`config.mk`:
```
export PLATFORM = sky130hd
export DESIGN_NAME = sng_controller
export DESIGN_NICKNAME = d
export VERILOG_FILES = /design/src/sv/sng_pkg.sv /design/src/sv/sng_controller.sv
export SDC_FILE = /design/constraint.sdc
export NUM_CORES = 1
export LEC_CHECK = 0
export ABC_AREA = 1
export BUFFER_PORTS_ARGS = -buffer_cell sky130_fd_sc_hd__clkbuf_2
export CAP_MARGIN = 30
export CORE_MARGIN = 5
export CORE_UTILIZATION = 48
export DETAILED_ROUTE_END_ITERATION = 7
export GPL_ROUTABILITY_DRIVEN = 0
export PLACE_DENSITY = 0.73
export SLEW_MARGIN = 20
export SYNTH_ARGS = -nofsm -noshare
export SYNTH_HDL_FRONTEND = slang
export SYNTH_SLANG_ARGS = --single-unit
```
`constraint.sdc`:
```
create_clock -name clk -period 1.2 [get_ports clk]
set_input_delay 0.24 -clock clk [delete_from_list [all_inputs] [get_ports clk]]
set_output_delay 0.24 -clock clk [all_outputs]
set_load 0.02 [all_outputs]
```
`src/sv/sng_pkg.sv`:
```
// ----------------------------------------------------------------------------
// sng_pkg
// shared types, register codes and constants for the stereo noise gate
// ----------------------------------------------------------------------------
package sng_pkg;

	localparam int SAMPLE_BITS   = 24;
	localparam int LEVEL_BITS    = 23;
	localparam int GAIN_BITS     = 24;
	localparam int HOLD_BITS     = 20;
	localparam int EXPO_BITS     = 16;
	localparam int CFG_IDX_BITS  = 3;
	localparam int CFG_DATA_BITS = 24;
	localparam int LOG_BITS      = 21;
	localparam int LOG_STEPS     = 16;
	localparam int LOG_CNT_BITS  = $clog2(LOG_STEPS);

	localparam logic [GAIN_BITS-1:0] ONE_Q23  = 24'h800000;
	localparam logic [47:0]          HALF_Q23 = 48'h000000400000;

	// register reset values
	localparam logic [22:0] OPEN_THR_RST  = 23'd83886;
	localparam logic [22:0] CLOSE_THR_RST = 23'd41806;
	localparam logic [23:0] FLOOR_RST     = 24'd839;
	localparam logic [22:0] GATK_RST      = 23'd8214000;
	localparam logic [22:0] REL_RST       = 23'd8386860;
	localparam logic [22:0] DATK_RST      = 23'd6535000;
	localparam logic [19:0] HOLD_RST      = 20'd2400;
	localparam logic [15:0] EXPO_RST      = 16'd0;

	typedef enum logic [CFG_IDX_BITS-1:0] {
		REG_OPEN_THR  = 3'd0,
		REG_CLOSE_THR = 3'd1,
		REG_FLOOR     = 3'd2,
		REG_GAIN_ATK  = 3'd3,
		REG_RELEASE   = 3'd4,
		REG_DET_ATK   = 3'd5,
		REG_HOLD      = 3'd6,
		REG_EXPO      = 3'd7
	} cfg_reg_t;

	typedef enum logic [2:0] {
		PH_CLOSED  = 3'd0,
		PH_OPENING = 3'd1,
		PH_OPEN    = 3'd2,
		PH_HOLDING = 3'd3,
		PH_CLOSING = 3'd4
	} gate_phase_t;

	typedef enum logic [4:0] {
		OP_NONE,
		OP_CAPTURE,
		OP_ENV_A,
		OP_ENV_B,
		OP_PHASE,
		OP_RAMP_A,
		OP_RAMP_B,
		OP_EXP_CHK,
		OP_LOG_LOAD_T,
		OP_LOG_LOAD_L,
		OP_LOG_STEP,
		OP_LOG_SAVE_T,
		OP_LOG_SAVE_L,
		OP_ATTEN,
		OP_INTERP,
		OP_EXP_FLOOR,
		OP_GAIN,
		OP_SCALE_L,
		OP_SCALE_R,
		OP_OUT_LOAD
	} sng_op_t;

	typedef enum logic [4:0] {
		ST_IDLE,
		ST_ENV_A,
		ST_ENV_B,
		ST_PHASE,
		ST_RAMP_A,
		ST_RAMP_B,
		ST_EXP_CHK,
		ST_LOGT_LOAD,
		ST_LOGT_STEP,
		ST_LOGT_SAVE,
		ST_LOGL_LOAD,
		ST_LOGL_STEP,
		ST_LOGL_SAVE,
		ST_ATTEN,
		ST_INTERP,
		ST_EXP_FLOOR,
		ST_GAIN,
		ST_SCALE_L,
		ST_SCALE_R,
		ST_DONE
	} sng_state_t;

	typedef struct packed {
		sng_op_t op;
	} sng_cmd_t;

	typedef struct packed {
		logic ramp_req;
		logic exp_on;
		logic env_zero;
		logic out_free;
	} sng_status_t;

	typedef struct packed {
		logic signed [SAMPLE_BITS-1:0] left_sample;
		logic signed [SAMPLE_BITS-1:0] right_sample;
	} sng_in_t;

	typedef struct packed {
		logic signed [SAMPLE_BITS-1:0] left_out;
		logic signed [SAMPLE_BITS-1:0] right_out;
		logic [2:0]                    gate_phase;
		logic [GAIN_BITS-1:0]          out_gain;
	} sng_out_t;

	// 2^(i/16) in q1.15
	function automatic logic [16:0] pow2_tab(input logic [4:0] idx);
		logic [16:0] v;
		case (idx)
			5'd0:  v = 17'd32768;
			5'd1:  v = 17'd34219;
			5'd2:  v = 17'd35734;
			5'd3:  v = 17'd37316;
			5'd4:  v = 17'd38968;
			5'd5:  v = 17'd40693;
			5'd6:  v = 17'd42495;
			5'd7:  v = 17'd44376;
			5'd8:  v = 17'd46341;
			5'd9:  v = 17'd48393;
			5'd10: v = 17'd50535;
			5'd11: v = 17'd52773;
			5'd12: v = 17'd55109;
			5'd13: v = 17'd57549;
			5'd14: v = 17'd60097;
			5'd15: v = 17'd62757;
			default: v = 17'd65536;
		endcase
		return v;
	endfunction

endpackage

```
`src/sv/sng_controller.sv`:
```
// ----------------------------------------------------------------------------
// sng_controller
// sequencer stepping the datapath through one stereo pair
// ----------------------------------------------------------------------------
module sng_controller import sng_pkg::*; (
	input  logic        clk,
	input  logic        arst_n,
	input  logic        in_valid,
	output logic        in_ready,
	input  sng_status_t status,
	output sng_cmd_t    cmd
);

	sng_state_t state_q, state_d;
	logic [LOG_CNT_BITS-1:0] cnt_q;
	logic last_step;

	assign last_step = (cnt_q == LOG_CNT_BITS'(LOG_STEPS - 1));

	always_ff @(posedge clk or negedge arst_n) begin
		if (!arst_n) state_q <= ST_IDLE;
		else         state_q <= state_d;
	end

	always_ff @(posedge clk or negedge arst_n) begin
		if (!arst_n)
			cnt_q <= '0;
		else if (state_q == ST_LOGT_STEP || state_q == ST_LOGL_STEP)
			cnt_q <= cnt_q + 1'b1;
		else
			cnt_q <= '0;
	end

	always_comb begin
		state_d  = state_q;
		cmd.op   = OP_NONE;
		in_ready = 1'b0;
		unique case (state_q)
			ST_IDLE: begin
				in_ready = 1'b1;
				if (in_valid) begin
					cmd.op  = OP_CAPTURE;
					state_d = ST_ENV_A;
				end
			end
			ST_ENV_A: begin
				cmd.op  = OP_ENV_A;
				state_d = ST_ENV_B;
			end
			ST_ENV_B: begin
				cmd.op  = OP_ENV_B;
				state_d = ST_PHASE;
			end
			ST_PHASE: begin
				cmd.op  = OP_PHASE;
				state_d = status.ramp_req ? ST_RAMP_A : ST_EXP_CHK;
			end
			ST_RAMP_A: begin
				cmd.op  = OP_RAMP_A;
				state_d = ST_RAMP_B;
			end
			ST_RAMP_B: begin
				cmd.op  = OP_RAMP_B;
				state_d = ST_EXP_CHK;
			end
			ST_EXP_CHK: begin
				cmd.op = OP_EXP_CHK;
				if (!status.exp_on)
					state_d = ST_SCALE_L;
				else if (status.env_zero)
					state_d = ST_GAIN;
				else
					state_d = ST_LOGT_LOAD;
			end
			ST_LOGT_LOAD: begin
				cmd.op  = OP_LOG_LOAD_T;
				state_d = ST_LOGT_STEP;
			end
			ST_LOGT_STEP: begin
				cmd.op = OP_LOG_STEP;
				if (last_step) state_d = ST_LOGT_SAVE;
			end
			ST_LOGT_SAVE: begin
				cmd.op  = OP_LOG_SAVE_T;
				state_d = ST_LOGL_LOAD;
			end
			ST_LOGL_LOAD: begin
				cmd.op  = OP_LOG_LOAD_L;
				state_d = ST_LOGL_STEP;
			end
			ST_LOGL_STEP: begin
				cmd.op = OP_LOG_STEP;
				if (last_step) state_d = ST_LOGL_SAVE;
			end
			ST_LOGL_SAVE: begin
				cmd.op  = OP_LOG_SAVE_L;
				state_d = ST_ATTEN;
			end
			ST_ATTEN: begin
				cmd.op  = OP_ATTEN;
				state_d = ST_INTERP;
			end
			ST_INTERP: begin
				cmd.op  = OP_INTERP;
				state_d = ST_EXP_FLOOR;
			end
			ST_EXP_FLOOR: begin
				cmd.op  = OP_EXP_FLOOR;
				state_d = ST_GAIN;
			end
			ST_GAIN: begin
				cmd.op  = OP_GAIN;
				state_d = ST_SCALE_L;
			end
			ST_SCALE_L: begin
				cmd.op  = OP_SCALE_L;
				state_d = ST_SCALE_R;
			end
			ST_SCALE_R: begin
				cmd.op  = OP_SCALE_R;
				state_d = ST_DONE;
			end
			ST_DONE: begin
				if (status.out_free) begin
					cmd.op  = OP_OUT_LOAD;
					state_d = ST_IDLE;
				end
			end
			default: begin
				state_d = ST_IDLE;
			end
		endcase
	end

	a_accept_starts: assert property (@(posedge clk) disable iff (!arst_n)
		(state_q == ST_IDLE && in_valid) |=> state_q == ST_ENV_A)
		else $error("accepted pair did not start detector update");

	a_done_waits: assert property (@(posedge clk) disable iff (!arst_n)
		(state_q == ST_DONE && !status.out_free) |=> state_q == ST_DONE)
		else $error("result dropped while output register busy");

endmodule

```
==> metrics <==
outcome complete, but fails checks; violated checks setup timing; dpl cells 177; Final nets 180; main combinational cell family by area after synthesis simple AND/OR/NAND/NOR gates; Yosys cell types 21; CP Class reg2out; Initial DRC Count 45; Syn Std Cell Area 753 um^2; Compound-Gate Fraction of Synth Area 0.0316; leakage 0.735 nW; total of warnings raised by yosys 0; fin cells 187; area delta synth->final 86.4%; maximum root-to-sink buffer count 2; Post-Synth Simple-Gate Area 0.525; total chip power 3.45 mW; worst skew pair latency 0.27 ns; Critical Path RT 0.96 ns; Routed WL 3.22 mm; Sequential Power Share 0.172; final core occ 0.943; number of remaining DRC errors 0; Clock Skews 0.00660 ns; vias in the first global route 967; Clock Power Share 0.067; drt first pass iters 4; GRT Util Overall 0.220; post-synthesis mux area share 0; most frequent cells in the layout buf_4 (22), nand2_1 (20), nand2_2 (14); register area 231 um^2; Yosys top cell area share 0.299; Crit path arrival time 1.57 ns; Psw 1.68 mW; Row Count 14; clock-pin slew on the worst setup and hold paths 0.06 ns; largest net degree at the start of global routing 10; PD cells 2460 nW/um^2; Gate Count Post-Synth 124; commonest non-fill, non-tap cell in the layout buf_4; Seq/Total Area, Yosys 0.299; Worst Tran Pin Value 0.285 ns; Post-Syn Nets 132; share of layout cells above drive strength 1 0.661; Total Die Area 2460 um^2; cell type with the largest total area after synthesis dfrtp_1; Multi-input gate area 663 um^2; # diodes 0; post-route cell area 1400 um^2; Hold Crit Class in2reg; Root Buffer clkbuf_4; H-tree lvl count 1; Max-slew headroom 0.808; DR vias/cell 5.61; wire per inst 17.2 um; Worst Setup End Kind primary output; total core area 1490 um^2; fin worst setup slack -0.608 ns; count of input and output buffers 12; ranking of synthesized cells by area dfrtp_1 (30%), nand2_1 (16%), nor2_1 (13%); num ports 13; min Tclk post-route 1.81 ns; Final Cycle Share 1.51; via count 1050; CP Max Fanout 6; CTS tree done; sw frac 0.487; RSZ-0062 raised after global routing true; Final Hold Vio Count 0; crit start category flip-flop; first-pass GRT wire length 4.25 mm; Final setup violation count 15; worst slack at placement -0.354 ns; number of antenna violations at the first check in global routing 0; # Max-Cap Violations 0; Detailed Place HPWL 1.75 mm; Initial Utilization 0.506; die height 49.6 um; Die Width 49.6 um; DRT antenna net count 0; internal power 1.77 mW; Congestion Overflow GR 0; Comb power frac 0.761; CTS buffer count 3; Placed Area 1070 um^2; fmax 0.553 GHz; Mapped Avg Cell Area 6.07 um^2; xor/xnor cell area share of the yosys netlist 0.0233; worst vdd ir 0.00196 V; clock sink total 9; Final Max Slew Viols 0; FILL cells 48; FF+latch count, synth 9; Post-Synth Adder-Cell Area 0.0166
-- what timing repair did --
action | in CTS | in global routing
hold endpoints to repair | 9 | 0
pin swaps | 8 | 16
resized for setup | 35 | 41
gates cloned | 0 | 0
setup endpoints to repair | 15 | 15
setup buffers | 2 | 5
hold buffers | 1 | 0
-- per-layer routing --
layer,global-route usage,up-vias,routed length (um)
li1,-,483,-
met5,0,-,0
met1,0.271,493,1300
met2,0.360,61,1570
met3,0.0482,13,254
met4,0.0961,0,99
-- worst max-delay path: stages, from the launching register on --
cell     delay (ns)
dfrtp_2        0.52
inv_2          0.09
nand3_4        0.11
nand2_4        0.07
nand2_2        0.08
inv_2          0.06
nor2_4         0.14
nand3_2        0.09
buf_8          0.14
-- power by group through the flow --
stage / logic [mW] / registers (mW) / clock network [mW]
2_1_floorplan: 1.12 / 0.479 / 0
3_3_place_gp: 1.71 / 0.524 / 0
3_5_place_dp: 1.75 / 0.534 / 0
4_1_cts: 2.07 / 0.563 / 0.232
5_1_grt: 2.82 / 0.602 / 0.253
6_report: 2.63 / 0.595 / 0.232
-- sequential cells by signal, indices dropped and copies added (netlist names) --
| signal | flops |
|---|---|
| cnt_q | 4 |
| state_q | 5 |
-- stage by stage --
step,setup TNS [ns],hold WS [ns]
2_1_floorplan,-0.293,-0.0556
6_report,-4.68,0.351
5_1_grt,-5.56,0.383
4_1_cts,-3.48,0.330
3_5_place_dp,-2.61,0.102
3_3_place_gp,-1.95,0.102
-- cells in the mapped netlist --
library cell / n
inv_1: 11
inv_2: 7
o2111ai_1: 1
nor2_1: 26
nor2_2: 2
nand4_1: 1
nor2_4: 2
nand3_2: 1
buf_4: 1
a21oi_1: 1
xor2_1: 1
nand2b_1: 1
nand2_1: 33
ha_1: 1
nand3_1: 15
nor3_1: 2
dfrtp_1: 9
clkinv_1: 1
nand2_2: 5
xnor2_1: 1
o21ai_0: 2
-- worst paths after layout --
check	start	to	slack (ns)	cells past startpoint
min in group asynchronous	arst_n	cnt_q[3]$_DFF_PN0_	0.36	2
setup / recovery	state_q[0]$_DFFE_PN0P_	cmd[3]	-0.61	8
hold reg to reg	cnt_q[0]$_DFF_PN0_	cnt_q[0]$_DFF_PN0_	0.52	1
hold / removal	status[2]	state_q[4]$_DFFE_PN0P_	0.35	4
max in group asynchronous	arst_n	state_q[3]$_DFFE_PN0P_	0.63	2
setup reg to reg	state_q[1]$_DFFE_PN0P_	state_q[1]$_DFFE_PN0P_	-0.31	9
-- cells by family (layout without fill, tap and decap cells) --
| group | count (synthesis) | in the layout |
|---|---|---|
| buf+inv | 20 | 67 |
| flops | 9 | 9 |
| compound gates | 4 | 4 |
| xor+xnor | 2 | 2 |
| fa+ha+maj | 1 | 1 |
| simple gates | 88 | 88 |
-- layout make-up --
type                       count  area share
clock buffer                   4      0.0187
inverter                      19      0.0535
multi-input combinational     95       0.472
sequential                     9       0.165
tap                           16      0.0143
timing repair buffer          44       0.276
No activity file was read; power rests on OpenSTA's default activity.
